`config.mk`:
```
export PLATFORM = sky130hd
export DESIGN_NAME = apvd_csr
export DESIGN_NICKNAME = d
export VERILOG_FILES = /design/src/sv/apvd_pkg.sv /design/src/sv/apvd_csr.sv
export SDC_FILE = /design/constraint.sdc
export NUM_CORES = 1
export LEC_CHECK = 0
export ABC_AREA = 1
export BUFFER_PORTS_ARGS = -buffer_cell sky130_fd_sc_hd__buf_2
export CELL_PAD_IN_SITES_DETAIL_PLACEMENT = 1
export CELL_PAD_IN_SITES_GLOBAL_PLACEMENT = 2
export CORE_AREA = 8 8 125 139
export CTS_BUF_LIST = sky130_fd_sc_hd__clkbuf_8 sky130_fd_sc_hd__clkbuf_16
export CTS_CLUSTER_SIZE = 12
export DETAILED_ROUTE_END_ITERATION = 16
export DIE_AREA = 0 0 133 147
export PLACE_DENSITY = 0.86
export SLEW_MARGIN = 20
export SYNTH_ARGS = -nofsm -noshare
export SYNTH_HDL_FRONTEND = slang
export SYNTH_SLANG_ARGS = --single-unit
export TNS_END_PERCENT = 5
```
`constraint.sdc`:
```
create_clock -name clock -period 0.94 [get_ports clock]
set_input_delay 0.094 -clock clock [delete_from_list [all_inputs] [get_ports clock]]
set_output_delay 0.094 -clock clock [all_outputs]
set_load 0.05 [all_outputs]
```
`src/sv/apvd_pkg.sv`:
```
package apvd_pkg;

   localparam int CSR_ADDR_BITS = 4;
   localparam int CSR_DATA_BITS = 32;
   localparam int SYM_BITS      = 4;
   localparam int FACTOR_BITS   = 10;
   localparam int IDX_BITS      = 34;

   typedef enum logic [2:0] {
      CMD_START  = 3'd0,
      CMD_BASE   = 3'd1,
      CMD_INSERT = 3'd2,
      CMD_DELETE = 3'd3,
      CMD_SKIP   = 3'd4,
      CMD_CLIP   = 3'd5,
      CMD_LOAD   = 3'd6,
      CMD_READ   = 3'd7
   } cmd_type;

   typedef enum logic [1:0] {
      REG_WINDOW_OFFSET    = 2'd0,
      REG_MIN_BASE_QUALITY = 2'd1,
      REG_MIN_VAR_DEPTH    = 2'd2,
      REG_REF_RATIO_FACTOR = 2'd3
   } reg_index_type;

   localparam logic [1:0] STATUS_OK    = 2'd0;
   localparam logic [1:0] STATUS_RANGE = 2'd1;
   localparam logic [1:0] STATUS_BAD   = 2'd2;

   typedef struct packed {
      logic [2:0]  cmd;
      logic [30:0] position;
      logic        unmapped;
      logic [3:0]  read_base;
      logic [7:0]  base_quality;
      logic [27:0] op_length;
      logic [3:0]  ref_symbol;
      logic        bad_op;
   } req_item_type;

   typedef struct packed {
      logic [1:0]  status;
      logic [15:0] var_depth;
      logic [15:0] ref_depth;
      logic        candidate;
      logic [30:0] region_start;
      logic [31:0] region_end;
   } rsp_item_type;

   typedef struct packed {
      logic [30:0] window_offset;
      logic [7:0]  min_base_quality;
      logic [15:0] min_var_depth;
      logic [9:0]  ref_ratio_factor;
   } cfg_type;

endpackage

```
`src/sv/apvd_csr.sv`:
```
module apvd_csr (
   input  logic                                clock,
   input  logic                                reset,
   input  logic                                psel,
   input  logic                                penable,
   input  logic                                pwrite,
   input  logic [apvd_pkg::CSR_ADDR_BITS-1:0]  paddr,
   input  logic [apvd_pkg::CSR_DATA_BITS-1:0]  pwdata,
   output logic [apvd_pkg::CSR_DATA_BITS-1:0]  prdata,
   output logic                                pready,
   output apvd_pkg::cfg_type                   cfg
);

   localparam logic [30:0] RST_WINDOW_OFFSET    = 31'd0;
   localparam logic [7:0]  RST_MIN_BASE_QUALITY = 8'd20;
   localparam logic [15:0] RST_MIN_VAR_DEPTH    = 16'd4;
   localparam logic [9:0]  RST_REF_RATIO_FACTOR = 10'd199;

   apvd_pkg::cfg_type       cfg_ff, cfg_in;
   apvd_pkg::reg_index_type reg_index;
   logic                    write_hit;

   assign reg_index = apvd_pkg::reg_index_type'(paddr[apvd_pkg::CSR_ADDR_BITS-1:2]);
   assign pready    = 1'b1;
   assign write_hit = psel && penable && pwrite && pready;
   assign cfg       = cfg_ff;

   always_comb begin
      cfg_in = cfg_ff;
      if (write_hit) begin
         case (reg_index)
            apvd_pkg::REG_WINDOW_OFFSET:    cfg_in.window_offset    = pwdata[30:0];
            apvd_pkg::REG_MIN_BASE_QUALITY: cfg_in.min_base_quality = pwdata[7:0];
            apvd_pkg::REG_MIN_VAR_DEPTH:    cfg_in.min_var_depth    = pwdata[15:0];
            apvd_pkg::REG_REF_RATIO_FACTOR: cfg_in.ref_ratio_factor = pwdata[9:0];
            default:                        cfg_in = cfg_ff;
         endcase
      end
   end

   always_comb begin
      case (reg_index)
         apvd_pkg::REG_WINDOW_OFFSET:    prdata = {1'b0, cfg_ff.window_offset};
         apvd_pkg::REG_MIN_BASE_QUALITY: prdata = {24'd0, cfg_ff.min_base_quality};
         apvd_pkg::REG_MIN_VAR_DEPTH:    prdata = {16'd0, cfg_ff.min_var_depth};
         apvd_pkg::REG_REF_RATIO_FACTOR: prdata = {22'd0, cfg_ff.ref_ratio_factor};
         default:                        prdata = '0;
      endcase
   end

   always_ff @(posedge clock) begin
      if (reset) begin
         cfg_ff.window_offset    <= RST_WINDOW_OFFSET;
         cfg_ff.min_base_quality <= RST_MIN_BASE_QUALITY;
         cfg_ff.min_var_depth    <= RST_MIN_VAR_DEPTH;
         cfg_ff.ref_ratio_factor <= RST_REF_RATIO_FACTOR;
      end else begin
         cfg_ff <= cfg_in;
      end
   end

endmodule

```
# Word-level counts from Yosys, hierarchy flattened
# Index checks and enable logic that the tools add are counted.
# Widths: inputs -> output; s select.
[classes]
eq_ne = 3
n_mux = 1
reduce_logical = 7
[op_table]
columns = ["op", "n"]
rows = [
  ["$pmux 32 s4", 1],
  ["$reduce_and 2->1", 4],
  ["$eq 2x2->1 const B", 2],
  ["$eq 2x1->1 const B", 1],
  ["$logic_and 1x1->1", 2],
  ["$logic_not 2->1", 1],
]
[word_totals]
reg_bits = 65
out_inout_bits = 98
word_cells = 15

# Depth between registers and ports, before layout
[logic_depth]
depth_word = 3
depth_mapped = 7

# Least setup slack after synthesis
# No wires, ideal clock.
[synth_path]
path_kind = "reg2out"
startpoint = "register cfg_ff (netlist bit cfg[50])"
endpoint = "output port prdata[16] (netlist name)"
arrival_ns = 1.379
required_time_ns = 0.846
slack_ns = -0.533
stages_incl_launch_ff = 3
path_buffers = 0
cell_sequence = "dfxtp_1 > inv_1 > nor2_1"
[synth_between]
elab_chain_len = 1
[synth_rtl]
columns = ["item", "line_no", "text"]
rows = [
  ["from (decl)", "apvd_csr.sv:19", "apvd_pkg::cfg_type cfg_ff, cfg_in;"],
  ["from (signal assigned)", "apvd_csr.sv:58", "cfg_ff <= cfg_in;"],
  ["$pmux 32 s4", "apvd_csr.sv:42", "case (reg_index)"],
  ["to (decl)", "apvd_csr.sv:9", "output logic [apvd_pkg::CSR_DATA_BITS-1:0] prdata,"],
]
# Every way passes these cells. The select of a mux whose other input is x is not followed.

# Worst setup path in the final report
[layout_path]
startpoint = "register cfg_ff (netlist bit cfg[48])"
endpoint = "output port prdata[14] (netlist name)"
# The elaborated chain is that of the path after synthesis.

==> reports/results.tsv <==
metric	value	unit
outcome	complete, but fails checks	
violations	setup timing	
synth_top_cell_by_area	dfxtp_1	
numCtsBuffers	9	
layout-drive-gt1-share	0.492	
ys_seq_area_frac	0.422	
leakage	0.00268	uW
met3WireLength	479	um
cts_tree	yes	
synth.area.top_cells	dfxtp_1 42%, nor2_1 16%, nand2_1 14%	
drv_cap	0	
max_freq	864	MHz
grt_max_degree	37	
fin_area	5900	um^2
largest_reg_flops	65	
clock_path_buffers	2	
ant_nets	0	
fin_crit_sh	1.23	
dp_hpwl	9780	um
setup_violations	54	
cp.arrival	1.06	ns
synth_area	3080	um^2
drv_slew	0	
clk_pin_slew	0.06	ns
final_cells	858	
wl_per_cell	16.0	um
synth_edf_count	0	
io_pins	139	
power_frac_seq	0.380	
viasPerCell	4.29	
grt_overflow	0	
hp-class	input port to flip-flop	
fin_util	0.388	
syn_area_per_cell	6.36	um^2
end_kind	primary output	
critPathMaxStageDelay	0.34	ns
drc_errors	0	
placed_cells_incl_taps	825	
crit_buf_inv	1	
die_w	133	um
worstPathCellList	a22o_4 > buf_8	
switchingPower	2140	uW
first_iter_violations	120	
dieArea	19600	um^2
critical_path_class	flip-flop to primary output	
p_int	5280	uW
wl	13700	um
place.gp.congestion	0.752	
drt-pass1-iter-count	4	
yosys_register_bits	65	
fp.dieH	147	um
fin_hold_ws	0.0266	ns
yosys-top-cells-count	132 x nor2_1, 116 x nand2_1, 67 x nand3_1	
initial_core_util	0.203	
ir_worst_vdd	0.703	mV
synthFlopType	dfxtp_1	
setup_ws	-0.217	ns
clk_latency	0.32	ns
path_max_fanout	3	
pwr-share-clk	0.428	
synth.most_common_cell	nor2_1	
fin_skew	0	ns
cellPowerDensity	1260	nW/um^2
hold_viol	0	
share_comb_of_total_power	0.191	
dr_wl_met2	7360	um
syn_nets	526	
grt_pass1_wl	21000	um
area_growth	91.2	%
yosysWarnings	0	
routed.top_layer	met4	
worstPathRequired	0.85	ns
antenna_found_initial	0	
grtUsageTotal	0.135	
synthArstFlopShare	0	
drt-met1-wl	5690	um
yosysUniqueCellTypes	18	
netSwitchingFraction	0.288	
num_rows	48	
vias	3682	
nets	694	
synthCells	485	
cts_root_buffer	clkbuf_16	
p_total	7420	uW
diodes	0	
min_period	1.16	ns
htree_levels	3	
slowest_stage	dfxtp_2	
rsz0062_at_grt	true	
placed_area	4570	um^2
cp-start-kind	flip-flop	
grt_pass1_vias	3955	
portBuffers	133	
cts.sinks	65	
core_area	15200	um^2
synth_top_area_share	0.422	
cp_top_family	flip-flops	
## worst min-delay path: stages
cell     delay, ns
buf_2         0.10
nand2_1       0.05
nand3_1       0.07
## layout by cell type (no fill, tap or decap)
master     netlist  final
a22o_4           0      6
nor2_2           4      2
nand4_1          8      8
conb_1           2      2
o21ai_0          1      1
nand3_2          1      3
buf_4            7     37
nor2_1         132    115
nand3_1         67     65
clkbuf_16        0      9
nand2_1        116    101
inv_1           49     42
dfxtp_2          0     30
nor2_4           1     20
buf_6            0     59
clkinv_2         0      1
inv_2            2     11
inv_4            0      1
dfxtp_4          0     35
nand2_2          1     16
buf_2           15     35
clkbuf_8         0      3
buf_12           0     14
buf_8            0     42
## final timing paths
| kind | cells after the start | slack [ns] | to | from |
|---|---|---|---|---|
| max | 2 | -0.22 | prdata[14] | cfg[48] |
| min | 3 | 0.03 | cfg[6] | pwdata[6] |
| max reg2reg | 3 | 0.21 | cfg[29] | cfg[29] |
| min reg2reg | 2 | 0.49 | cfg[2] | cfg[2] |
## routing by layer
layer,vias up,track usage
met1,1767,0.150
met3,12,0.0294
met5,-,0
met4,0,0.0421
met2,79,0.248
li1,1824,-
## kinds of logic after synthesis
group | share of synthesized area
simple gates | 0.444
buf+inv | 0.113
flops | 0.422
compound gates | 0.0187
other cells | 0.00243
## per-stage QoR
stage	TNS (ns)	setup slack, ns
2_1_floorplan	-2.44	-0.134
3_3_place_gp	-11.22	-0.238
3_5_place_dp	-14.69	-0.301
4_1_cts	-6.23	-0.217
5_1_grt	-8.85	-0.254
6_report	-6.11	-0.217
## repair_timing
item                       CTS  global route
setup endpoints to repair   96           100
gates resized for setup    228            66
buffers inserted             3            13
gates cloned                 1             0
hold buffers                 0             0
pin swaps                   19            20
## power groups by stage
stage | logic [uW] | registers, uW | clock network (uW)
after floorplan | 548 | 3100 | 0
after global placement | 1190 | 2900 | 0
after detailed placement | 1220 | 2900 | 0
after CTS | 1380 | 2850 | 3300
after global routing | 1520 | 2830 | 3420
final | 1420 | 2820 | 3180
## layout make-up
class,count,area (um^2)
Inverter,51,191
Sequential cell,65,1470
Multi-Input combinational cell,339,1670
Tap cell,200,250
Clock inverter,4,18.8
Timing Repair Buffer,187,2030
Clock buffer,12,267
Fill cell,1837,9300
No activity file was read; power rests on OpenSTA's default activity.
