`src/sv/apvd_pkg.sv`:
```
package apvd_pkg;

   localparam int CSR_ADDR_BITS = 4;
   localparam int CSR_DATA_BITS = 32;
   localparam int SYM_BITS      = 4;
   localparam int FACTOR_BITS   = 10;
   localparam int IDX_BITS      = 34;

   typedef enum logic [2:0] {
      CMD_START  = 3'd0,
      CMD_BASE   = 3'd1,
      CMD_INSERT = 3'd2,
      CMD_DELETE = 3'd3,
      CMD_SKIP   = 3'd4,
      CMD_CLIP   = 3'd5,
      CMD_LOAD   = 3'd6,
      CMD_READ   = 3'd7
   } cmd_type;

   typedef enum logic [1:0] {
      REG_WINDOW_OFFSET    = 2'd0,
      REG_MIN_BASE_QUALITY = 2'd1,
      REG_MIN_VAR_DEPTH    = 2'd2,
      REG_REF_RATIO_FACTOR = 2'd3
   } reg_index_type;

   localparam logic [1:0] STATUS_OK    = 2'd0;
   localparam logic [1:0] STATUS_RANGE = 2'd1;
   localparam logic [1:0] STATUS_BAD   = 2'd2;

   typedef struct packed {
      logic [2:0]  cmd;
      logic [30:0] position;
      logic        unmapped;
      logic [3:0]  read_base;
      logic [7:0]  base_quality;
      logic [27:0] op_length;
      logic [3:0]  ref_symbol;
      logic        bad_op;
   } req_item_type;

   typedef struct packed {
      logic [1:0]  status;
      logic [15:0] var_depth;
      logic [15:0] ref_depth;
      logic        candidate;
      logic [30:0] region_start;
      logic [31:0] region_end;
   } rsp_item_type;

   typedef struct packed {
      logic [30:0] window_offset;
      logic [7:0]  min_base_quality;
      logic [15:0] min_var_depth;
      logic [9:0]  ref_ratio_factor;
   } cfg_type;

endpackage

```
`src/sv/apvd_ctrl.sv`:
```
module apvd_ctrl #(
   parameter int WINDOW_DEPTH = 65536,
   parameter int COUNT_BITS   = 16,
   parameter int ADDR_BITS    = $clog2(WINDOW_DEPTH),
   parameter int WORD_BITS    = 2 * COUNT_BITS + apvd_pkg::SYM_BITS
) (
   input  logic                   clock,
   input  logic                   reset,
   input  logic                   req_valid,
   output logic                   req_ready,
   input  apvd_pkg::req_item_type req_item,
   output logic                   rsp_valid,
   input  logic                   rsp_ready,
   output apvd_pkg::rsp_item_type rsp_item,
   input  apvd_pkg::cfg_type      cfg,
   output logic                   mem_rd_en,
   output logic [ADDR_BITS-1:0]   mem_rd_addr,
   input  logic [WORD_BITS-1:0]   mem_rd_data,
   output logic                   mem_wr_en,
   output logic [ADDR_BITS-1:0]   mem_wr_addr,
   output logic [WORD_BITS-1:0]   mem_wr_data
);

   typedef enum logic [2:0] {
      ST_CLEAR,
      ST_IDLE,
      ST_ACC0,
      ST_UPD0,
      ST_UPD1,
      ST_MUL,
      ST_FIN
   } state_type;

   localparam int          PROD_BITS = COUNT_BITS + apvd_pkg::FACTOR_BITS;
   localparam int          SB        = apvd_pkg::SYM_BITS;
   localparam logic [31:0] DEPTH_MAX = 32'h0000_FFFF;
   localparam logic [30:0] PAD_LO    = 31'd2;
   localparam logic [31:0] PAD_HI    = 32'd3;

   state_type                      state_ff, state_in;
   apvd_pkg::req_item_type         item_ff, item_in;
   logic [31:0]                    cursor_ff, cursor_in;
   logic                           ignore_ff, ignore_in;
   logic [ADDR_BITS-1:0]           clr_addr_ff, clr_addr_in;
   logic [ADDR_BITS-1:0]           addr_ff, addr_in;
   logic                           hit_ff, hit_in;
   logic [1:0]                     status_ff, status_in;
   logic [COUNT_BITS-1:0]          var_ff, var_in;
   logic [COUNT_BITS-1:0]          refd_ff, refd_in;
   logic [PROD_BITS-1:0]           prod_ff, prod_in;
   logic                           rsp_valid_ff, rsp_valid_in;
   apvd_pkg::rsp_item_type         rsp_item_ff, rsp_item_in;

   logic [31:0]                    acc_base;
   logic [apvd_pkg::IDX_BITS-1:0]  acc_delta;
   logic [apvd_pkg::IDX_BITS-1:0]  acc_idx;
   logic                           acc_hit;
   logic [SB-1:0]                  mem_sym;
   logic [COUNT_BITS-1:0]          mem_var, mem_ref, var_inc, ref_inc;
   logic                           base_is_var;
   logic [31:0]                    var_wide, ref_wide;
   apvd_pkg::rsp_item_type         fin_item;

   assign req_ready = (state_ff == ST_IDLE);
   assign rsp_valid = rsp_valid_ff;
   assign rsp_item  = rsp_item_ff;

   assign mem_sym = mem_rd_data[WORD_BITS-1 -: SB];
   assign mem_var = mem_rd_data[2*COUNT_BITS-1 -: COUNT_BITS];
   assign mem_ref = mem_rd_data[COUNT_BITS-1:0];
   assign var_inc = (&mem_var) ? mem_var : mem_var + COUNT_BITS'(1);
   assign ref_inc = (&mem_ref) ? mem_ref : mem_ref + COUNT_BITS'(1);

   assign base_is_var = (mem_sym != item_ff.read_base) && (mem_sym != '0) &&
                        (item_ff.base_quality > cfg.min_base_quality);

   always_comb begin
      acc_base  = cursor_ff;
      acc_delta = '0;
      if (state_ff == ST_ACC0) begin
         if (item_ff.cmd == apvd_pkg::CMD_LOAD || item_ff.cmd == apvd_pkg::CMD_READ) begin
            acc_base = {1'b0, item_ff.position};
         end
         if (item_ff.cmd == apvd_pkg::CMD_INSERT || item_ff.cmd == apvd_pkg::CMD_DELETE) begin
            acc_delta = '1;
         end
      end else if (item_ff.cmd == apvd_pkg::CMD_DELETE) begin
         acc_delta = {6'd0, item_ff.op_length};
      end
   end

   assign acc_idx     = {2'b00, acc_base} + acc_delta - {3'b000, cfg.window_offset};
   assign acc_hit     = !acc_idx[apvd_pkg::IDX_BITS-1] &&
                        (acc_idx[apvd_pkg::IDX_BITS-2:0] <
                         (apvd_pkg::IDX_BITS-1)'(WINDOW_DEPTH));
   assign mem_rd_addr = acc_idx[ADDR_BITS-1:0];

   assign var_wide = 32'(var_ff);
   assign ref_wide = 32'(refd_ff);

   always_comb begin
      fin_item        = '0;
      fin_item.status = status_ff;
      if (item_ff.cmd == apvd_pkg::CMD_READ) begin
         fin_item.var_depth    = (var_wide > DEPTH_MAX) ? DEPTH_MAX[15:0] : var_wide[15:0];
         fin_item.ref_depth    = (ref_wide > DEPTH_MAX) ? DEPTH_MAX[15:0] : ref_wide[15:0];
         fin_item.candidate    = hit_ff && (var_wide >= 32'(cfg.min_var_depth)) &&
                                 (prod_ff > PROD_BITS'(refd_ff));
         fin_item.region_start = (item_ff.position > PAD_LO) ?
                                 item_ff.position - PAD_LO : '0;
         fin_item.region_end   = {1'b0, item_ff.position} + PAD_HI;
      end
   end

   always_comb begin
      state_in     = state_ff;
      item_in      = item_ff;
      cursor_in    = cursor_ff;
      ignore_in    = ignore_ff;
      clr_addr_in  = clr_addr_ff;
      addr_in      = addr_ff;
      hit_in       = hit_ff;
      status_in    = status_ff;
      var_in       = var_ff;
      refd_in      = refd_ff;
      prod_in      = prod_ff;
      rsp_valid_in = rsp_valid_ff && !rsp_ready;
      rsp_item_in  = rsp_item_ff;
      mem_rd_en    = 1'b0;
      mem_wr_en    = 1'b0;
      mem_wr_addr  = addr_ff;
      mem_wr_data  = {mem_sym, var_inc, mem_ref};

      case (state_ff)
         ST_CLEAR: begin
            mem_wr_en   = 1'b1;
            mem_wr_addr = clr_addr_ff;
            mem_wr_data = '0;
            clr_addr_in = clr_addr_ff + ADDR_BITS'(1);
            if (clr_addr_ff == ADDR_BITS'(WINDOW_DEPTH - 1)) begin
               state_in = ST_IDLE;
            end
         end
         ST_IDLE: begin
            if (req_valid) begin
               item_in   = req_item;
               status_in = apvd_pkg::STATUS_OK;
               state_in  = ST_ACC0;
            end
         end
         ST_ACC0: begin
            addr_in  = acc_idx[ADDR_BITS-1:0];
            hit_in   = acc_hit;
            state_in = ST_FIN;
            case (item_ff.cmd)
               apvd_pkg::CMD_START: begin
                  cursor_in = {1'b0, item_ff.position};
                  ignore_in = item_ff.unmapped;
               end
               apvd_pkg::CMD_SKIP: begin
                  if (!ignore_ff) begin
                     cursor_in = cursor_ff + {4'd0, item_ff.op_length};
                  end
               end
               apvd_pkg::CMD_CLIP: begin
                  if (!ignore_ff && item_ff.bad_op) begin
                     status_in = apvd_pkg::STATUS_BAD;
                     ignore_in = 1'b1;
                  end
               end
               apvd_pkg::CMD_BASE, apvd_pkg::CMD_INSERT, apvd_pkg::CMD_DELETE: begin
                  if (!ignore_ff) begin
                     mem_rd_en = acc_hit;
                     if (!acc_hit) begin
                        status_in = apvd_pkg::STATUS_RANGE;
                     end
                     state_in = ST_UPD0;
                  end
               end
               default: begin
                  mem_rd_en = acc_hit;
                  if (!acc_hit) begin
                     status_in = apvd_pkg::STATUS_RANGE;
                  end
                  state_in = ST_UPD0;
               end
            endcase
         end
         ST_UPD0: begin
            case (item_ff.cmd)
               apvd_pkg::CMD_BASE: begin
                  mem_wr_en = hit_ff;
                  if (!base_is_var) begin
                     mem_wr_data = {mem_sym, mem_var, ref_inc};
                  end
                  cursor_in = cursor_ff + 32'd1;
                  state_in  = ST_FIN;
               end
               apvd_pkg::CMD_INSERT, apvd_pkg::CMD_DELETE: begin
                  mem_wr_en = hit_ff;
                  mem_rd_en = acc_hit;
                  addr_in   = acc_idx[ADDR_BITS-1:0];
                  hit_in    = acc_hit;
                  if (!acc_hit) begin
                     status_in = apvd_pkg::STATUS_RANGE;
                  end
                  state_in = ST_UPD1;
               end
               apvd_pkg::CMD_LOAD: begin
                  mem_wr_en   = hit_ff;
                  mem_wr_data = {item_ff.ref_symbol, mem_var, mem_ref};
                  state_in    = ST_FIN;
               end
               default: begin
                  var_in   = hit_ff ? mem_var : '0;
                  refd_in  = hit_ff ? mem_ref : '0;
                  state_in = ST_MUL;
               end
            endcase
         end
         ST_UPD1: begin
            mem_wr_en = hit_ff;
            if (item_ff.cmd == apvd_pkg::CMD_DELETE) begin
               cursor_in = cursor_ff + {4'd0, item_ff.op_length};
            end
            state_in = ST_FIN;
         end
         ST_MUL: begin
            prod_in  = PROD_BITS'(var_ff) * PROD_BITS'(cfg.ref_ratio_factor);
            state_in = ST_FIN;
         end
         ST_FIN: begin
            if (!rsp_valid_ff || rsp_ready) begin
               rsp_valid_in = 1'b1;
               rsp_item_in  = fin_item;
               state_in     = ST_IDLE;
            end
         end
         default: begin
            state_in = ST_IDLE;
         end
      endcase
   end

   always_ff @(posedge clock) begin
      item_ff     <= item_in;
      addr_ff     <= addr_in;
      hit_ff      <= hit_in;
      status_ff   <= status_in;
      var_ff      <= var_in;
      refd_ff     <= refd_in;
      prod_ff     <= prod_in;
      rsp_item_ff <= rsp_item_in;
      if (reset) begin
         state_ff     <= ST_CLEAR;
         cursor_ff    <= '0;
         ignore_ff    <= 1'b1;
         clr_addr_ff  <= '0;
         rsp_valid_ff <= 1'b0;
      end else begin
         state_ff     <= state_in;
         cursor_ff    <= cursor_in;
         ignore_ff    <= ignore_in;
         clr_addr_ff  <= clr_addr_in;
         rsp_valid_ff <= rsp_valid_in;
      end
   end

endmodule

```
`config.mk`:
```
export PLATFORM = sky130hd
export DESIGN_NAME = apvd_ctrl
export DESIGN_NICKNAME = d
export VERILOG_FILES = /design/src/sv/apvd_pkg.sv /design/src/sv/apvd_ctrl.sv
export SDC_FILE = /design/constraint.sdc
export NUM_CORES = 1
export LEC_CHECK = 0
export BUFFER_PORTS_ARGS = -buffer_cell sky130_fd_sc_hd__clkbuf_2
export CAP_MARGIN = 30
export CORE_MARGIN = 3
export CORE_UTILIZATION = 59
export DETAILED_ROUTE_END_ITERATION = 12
export PLACE_DENSITY = 0.8
export SYNTH_ARGS = -nofsm -noshare
export SYNTH_HDL_FRONTEND = slang
export SYNTH_SLANG_ARGS = --single-unit
```
`constraint.sdc`:
```
create_clock -name clock -period 7.94 [get_ports clock]
set_input_delay 0.794 -clock clock [delete_from_list [all_inputs] [get_ports clock]]
set_output_delay 0.794 -clock clock [all_outputs]
set_load 0.05 [all_outputs]
```
# Word level (Yosys, flattened, before mapping)
# Cells that the tools add are included.
# word_totals
regBits	308
inputBits	185
output_inout_bits	170
wordCells	155
# classes
addsub	9
mul	1
n_lt_le_gt_ge	7
eq_ne	27
n_mux	46
bitwise	1
reduce_logical	39
# op_table
op	count
2-to-1 mux 32 bit	6
one-hot mux 36 bit (2 select lines)	2
2-to-1 mux 16 bit	6
one-hot mux 32 bit (3 select lines)	1
2-to-1 mux 34 bit	2
one-hot mux 32 bit (2 select lines)	1
adder 16 x 1 -> 16 bit, second input constant	3
adder 32 x 34 -> 34 bit	1
subtractor 34 x 31 -> 34 bit	1
less-than comparator 33 x 17 -> 1 bit, second input constant	1
adder 31 x 2 -> 32 bit, second input constant	1
adder 32 x 1 -> 32 bit, second input constant	1
adder 32 x 28 -> 32 bit	1
greater-than comparator 16 bit, second input constant	2
one-hot mux 16 bit (2 select lines)	1
AND reduction 16 bit	2
greater-than comparator 31 x 2 -> 1 bit, second input constant	1
subtractor 31 x 2 -> 31 bit, second input constant	1
2-to-1 mux 28 bit	1
greater-than comparator 26 x 16 -> 1 bit	1
multiplier 16 x 10 -> 26 bit	1
== test 3 bit, second input constant	7
one-hot mux 3 bit (6 select lines)	1
== test 16 bit, second input constant	1
32 further kinds	84

# Logic depth before layout (Yosys ltp)
# depth
word_depth	12
depth_mapped	23
depth_no_buf	22

# Worst setup path after synthesis
# Ideal clock, no wire load.
# synth_timing
path_kind	register to output
start	register item_ff[79] in the netlist's numbering
end	output mem_rd_en
t_arrival_ns	6.005
required_ns	7.146
setup_slack_ns	1.141
path_stages_with_launch	20
n_path_buf	2
cell_sequence	edfxtp_1 clkbuf_1 nand2b_1 nor3_1 clkinv_1 clkbuf_1 nand2_1 fa_1 ha_1 and3_4 and3_2 o211a_1 o21ai_4 a2111o_1 nand2_1 mux2_4 a2111o_1 nor4_1 nand4_1 nor2_1
# synth_between
elab_chain_cells	11
word_cells_on_any_way	27
classes_between	2 x add/sub; 1 x order compare; 7 x eq/ne; 9 x mux; 8 x reduce/logical
# synth_rtl
item	line_no	text
from (decl)	apvd_ctrl.sv:41	apvd_pkg::req_item_type item_ff, item_in;
from (signal assigned)	apvd_ctrl.sv:246	item_ff <= item_in;
== test 3 bit, or another cell as far along	apvd_ctrl.sv:81	if (item_ff.cmd == apvd_pkg::CMD_LOAD || item_ff.cmd == apvd_pkg::CMD_READ) begin
logical OR 1 bit (on tied branches)	apvd_ctrl.sv:81, apvd_ctrl.sv:84	
2-to-1 mux 32 bit or 2-to-1 mux 34 bit (tied branches)	apvd_ctrl.sv:81, apvd_ctrl.sv:84	
2-to-1 mux 32 bit or 2-to-1 mux 34 bit (tied branches)	apvd_ctrl.sv:80	if (state_ff == ST_ACC0) begin
adder 32 x 34 -> 34 bit	apvd_ctrl.sv:92	assign acc_idx = {2'b00, acc_base} + acc_delta - {3'b000, cfg.window_offset};
subtractor 34 x 31 -> 34 bit	apvd_ctrl.sv:92	
less-than comparator 33 x 17 -> 1 bit or logical NOT 1 bit (tied branches)	apvd_ctrl.sv:94, apvd_ctrl.sv:93	
logical AND 1 bit	apvd_ctrl.sv:93	assign acc_hit = !acc_idx[apvd_pkg::IDX_BITS-1] &&
2-to-1 mux 1 bit	apvd_ctrl.sv:172	if (!ignore_ff) begin
one-hot mux 1 bit (2 select lines)	apvd_ctrl.sv:155	case (item_ff.cmd)
one-hot mux 1 bit (2 select lines) (*)	apvd_ctrl.sv:134	case (state_ff)
to (decl)	apvd_ctrl.sv:16	output logic mem_rd_en,
# Every way passes the cells marked *; elsewhere a longest branch is shown, timed or not.

# Worst setup path in the final report
# layout_timing
start	register state_ff[2]
end	output mem_rd_en
# layout_between
elab_chain_cells	9
word_cells_on_any_way	13
classes_between	2 x add/sub; 1 x order compare; 2 x eq/ne; 6 x mux; 2 x reduce/logical
# layout_rtl
item	line_no	text
from (decl)	apvd_ctrl.sv:40	state_type state_ff, state_in;
from (signal assigned)	apvd_ctrl.sv:261	state_ff <= state_in;
== test 3 x 2 -> 1 bit	apvd_ctrl.sv:80, apvd_ctrl.sv:134	
2-to-1 mux 32 bit or 2-to-1 mux 34 bit (tied branches)	apvd_ctrl.sv:80	
adder 32 x 34 -> 34 bit	apvd_ctrl.sv:92	
subtractor 34 x 31 -> 34 bit	apvd_ctrl.sv:92	
less-than comparator 33 x 17 -> 1 bit or logical NOT 1 bit (tied branches)	apvd_ctrl.sv:94, apvd_ctrl.sv:93	
logical AND 1 bit	apvd_ctrl.sv:93	
2-to-1 mux 1 bit	apvd_ctrl.sv:172	
one-hot mux 1 bit (2 select lines)	apvd_ctrl.sv:155	
one-hot mux 1 bit (2 select lines) (*)	apvd_ctrl.sv:134	
# Marked as above.

==> flow_summary.json <==
{
  "status": "finished clean",
  "grt_overflow_total": 0,
  "p_per_area_nw_per_um2": 253.2,
  "path_clk_slew_ps": 60,
  "finalClockSkew_ps": 25.71,
  "cts.htree.levels": 2,
  "max_cap_violations": 0,
  "rsz0062_at_grt": "false",
  "holdCritPathClass": "input pin to flip-flop",
  "synth_area_leaders": "edfxtp_1 (32%), fa_1 (12%), ha_1 (8.9%)",
  "initial_core_util_pct": 60.30,
  "cp.required_ps": 7150,
  "postSynthCellCount": 2545,
  "multi_input_area_um2": 14280,
  "clock_sinks": 308,
  "die_height_um": 208.4,
  "fillers": 3065,
  "synth_top_area_cell": "edfxtp_1",
  "holdBufCountCts": 0,
  "drc_errors": 0,
  "reg2reg_to": "prod_ff[25]$_DFFE_PP_",
  "root_buffer": "clkbuf_16",
  "io_buffers": 354,
  "grt_util_all_layers_pct": 32.18,
  "final_hold_viol_count": 0,
  "synth_ff_type": "edfxtp_1",
  "avgViaCountPerCell": 6.069,
  "critPathCapture": "mem_rd_en",
  "tightest_slew_ps": 990.3,
  "cp-start-kind": "flip-flop",
  "post_cts_buffers": 0,
  "power_w": 0.007017,
  "rr_startpoint": "var_ff[5]$_SDFFCE_PN0P_",
  "cts_buffer_depth": 3,
  "switching_share_pct": 42.54,
  "synth_seq_cells": 308,
  "dr.first_iter.drc_count": 1872,
  "cts_tree": "done",
  "crit_path_start": "state_ff[2]$_SDFFE_PP0P_",
  "internal_power_w": 0.004032,
  "timing.hold.ws_ps": 397.1,
  "power_frac_clock_pct": 24.2,
  "routed_wl_um": 71270,
  "worstSkewPairLatency_ps": 570,
  "synth_edf_count": 255,
  "relSlewSlack_pct": 32.27,
  "firstDrtPassIters": 7,
  "power_frac_comb_pct": 45.9,
  "syn_nets": 3045,
  "hp-start": "req_item[25]",
  "netlist_area_um2": 24180,
  "critical_path_arrival_ps": 6680,
  "cts_resized": 0,
  "drive_gt1_share_pct": 17.45,
  "period_share_pct": 94.09,
  "ys_warn_count": 0,
  "die-area_um2": 43440,
  "ys_types": 78,
  "regArea_um2": 8718,
  "synth_top_area_share_pct": 31.67,
  "finalSetupTns_ps": 0,
  "leakage_nw": 12.55,
  "ios": 355,
  "critical_path.max_fanout": 21,
  "fp-row-count": 73,
  "setup_slack_ps": 469.4,
  "dp_hpwl_um": 54470,
  "timing.fmax_mhz": 133.9,
  "async_flop_share_pct": 0,
  "finalSetupViolations": 0,
  "core_area_um2": 40100,
  "ant_nets": 0,
  "ir_drop_mv": 0.1996,
  "antenna_found_initial": 1,
  "end_kind": "output pin",
  "rr_worst_depth": 19,
  "fin_nets": 3349,
  "post-place-ws_ps": 706.7,
  "num_vias": 20650,
  "p_seq_share_pct": 29.9,
  "grt_max_degree": 75,
  "p_sw_w": 0.002985,
  "cts_buffers": 36,
  "place.gp.congestion": 0.9545,
  "reg2reg_slack_ps": 1560,
  "crit_type": "flip-flop to output pin",
  "die_w_um": 208.4,
  "finalMaxSlewViolations": 0,
  "period_minus_slack_ps": 7471,
  "grt_pass1_wl_um": 112200,
  "grt_pass1_vias": 20820,
  "routedWlPerCell_um": 20.95,
  "syn_area_per_cell_um2": 9.500,
  "syn_to_final_growth_pct": 14.64,
  "yosysSeqAreaShare_pct": 36.06
}
[how the worst min path moves through the flow]
stage,to,depth (start not counted)
2_1_floorplan,rsp_item[97]$_DFFE_PP_,0
3_3_place_gp,rsp_item[96]$_DFFE_PP_,0
3_5_place_dp,rsp_item[96]$_DFFE_PP_,0
4_1_cts,item_ff[25]$_DFFE_PP_,1
5_1_grt,item_ff[16]$_DFFE_PP_,1
6_report,item_ff[25]$_DFFE_PP_,1
[per-stage QoR]
step	utilization [%]	std cells	cell area, um2
after floorplan	-	2545	24180
after CTS	68.97	3396	27660
final	69.12	3402	27720
after detailed placement	65.96	3331	26450
after global routing	69.11	3401	27710
after global placement	65.82	3328	26390
[cells in the final DEF (no fill, tap or decap), drive strengths merged, types with 83 or more instances in the layout]
master and count:
ha 172, a21oi 144, o21ai 107, inv 204, xor2 83, clkbuf 398, nor2 218, edfxtp 255
and2 126, fa 143, nand2 329
[synthesized netlist by cell type, types with 62 or more instances]
master      n
ha_1      172
o21ai_0   103
fa_1      143
edfxtp_1  255
a21oi_1   144
xor2_1     83
clkbuf_1  111
and2_1    125
nor2_1    218
nand2_1   329
nand3_1    62
inv_1     202
xnor2_1    73
[power groups by stage]
stage	Combinational (W)	Sequential, W	Clock (W)
floorplan	0.00234	0.00211	0
global placement	0.00310	0.00212	0
detailed placement	0.00319	0.00212	0
CTS	0.00321	0.00209	0.00172
global route	0.00350	0.00211	0.00178
finish	0.00322	0.00210	0.00170
[cell type report]
class | instances | area share [%]
Clock buffer | 45 | 3.557
Sequential cell | 308 | 31.46
Timing Repair Buffer | 387 | 7.539
Tap cell | 525 | 2.370
Clock inverter | 20 | 0.7991
Antenna cell | 1 | 0.009029
Inverter | 203 | 2.749
Multi-Input combinational cell | 1913 | 51.52
[routing by layer]
metal	global-route usage, %	vias to the layer above	share of wire, %
met4	16.46	0	6.1
met3	6.046	253	8.4
li1	-	9415	-
met1	40.44	9922	38
met5	0	-	0
met2	53.34	1058	47
[critical path, stage by stage, from the launching register on]
cell	delay, ps
dfxtp_1	520
nand2b_1	390
nor3_1	350
clkinv_1	380
buf_4	350
nand2_1	100
fa_1	410
ha_1	350
and3_4	200
and3_2	210
o211a_1	220
o21ai_4	100
a2111o_1	450
nand2_1	90
mux2_4	300
a2111o_1	380
nor4_1	320
nand4_1	410
nor2_1	390
buf_12	180
[registers in the layout, summed over array words and instances (netlist names)]
name,flops
prod_ff,26
hit_ff,1
status_ff,2
state_ff,3
addr_ff,16
rsp_valid,1
rsp_item,98
refd_ff,16
clr_addr_ff,16
cursor_ff,32
item_ff,80
ignore_ff,1
var_ff,16
[kinds of logic (layout without fill, tap and decap cells)]
family          count (synthesis)  in the layout  synth area share [%]
mux                            39             39                 1.775
other cells                     0              1                     0
compound gates                452            452                 12.04
xor+xnor                      156            156                 5.651
buf+inv                       324            655                 5.041
flops                         308            308                 36.06
simple gates                  951            951                 18.69
fa+ha+maj                     315            315                 20.74
(Power assumes the default switching activity.)
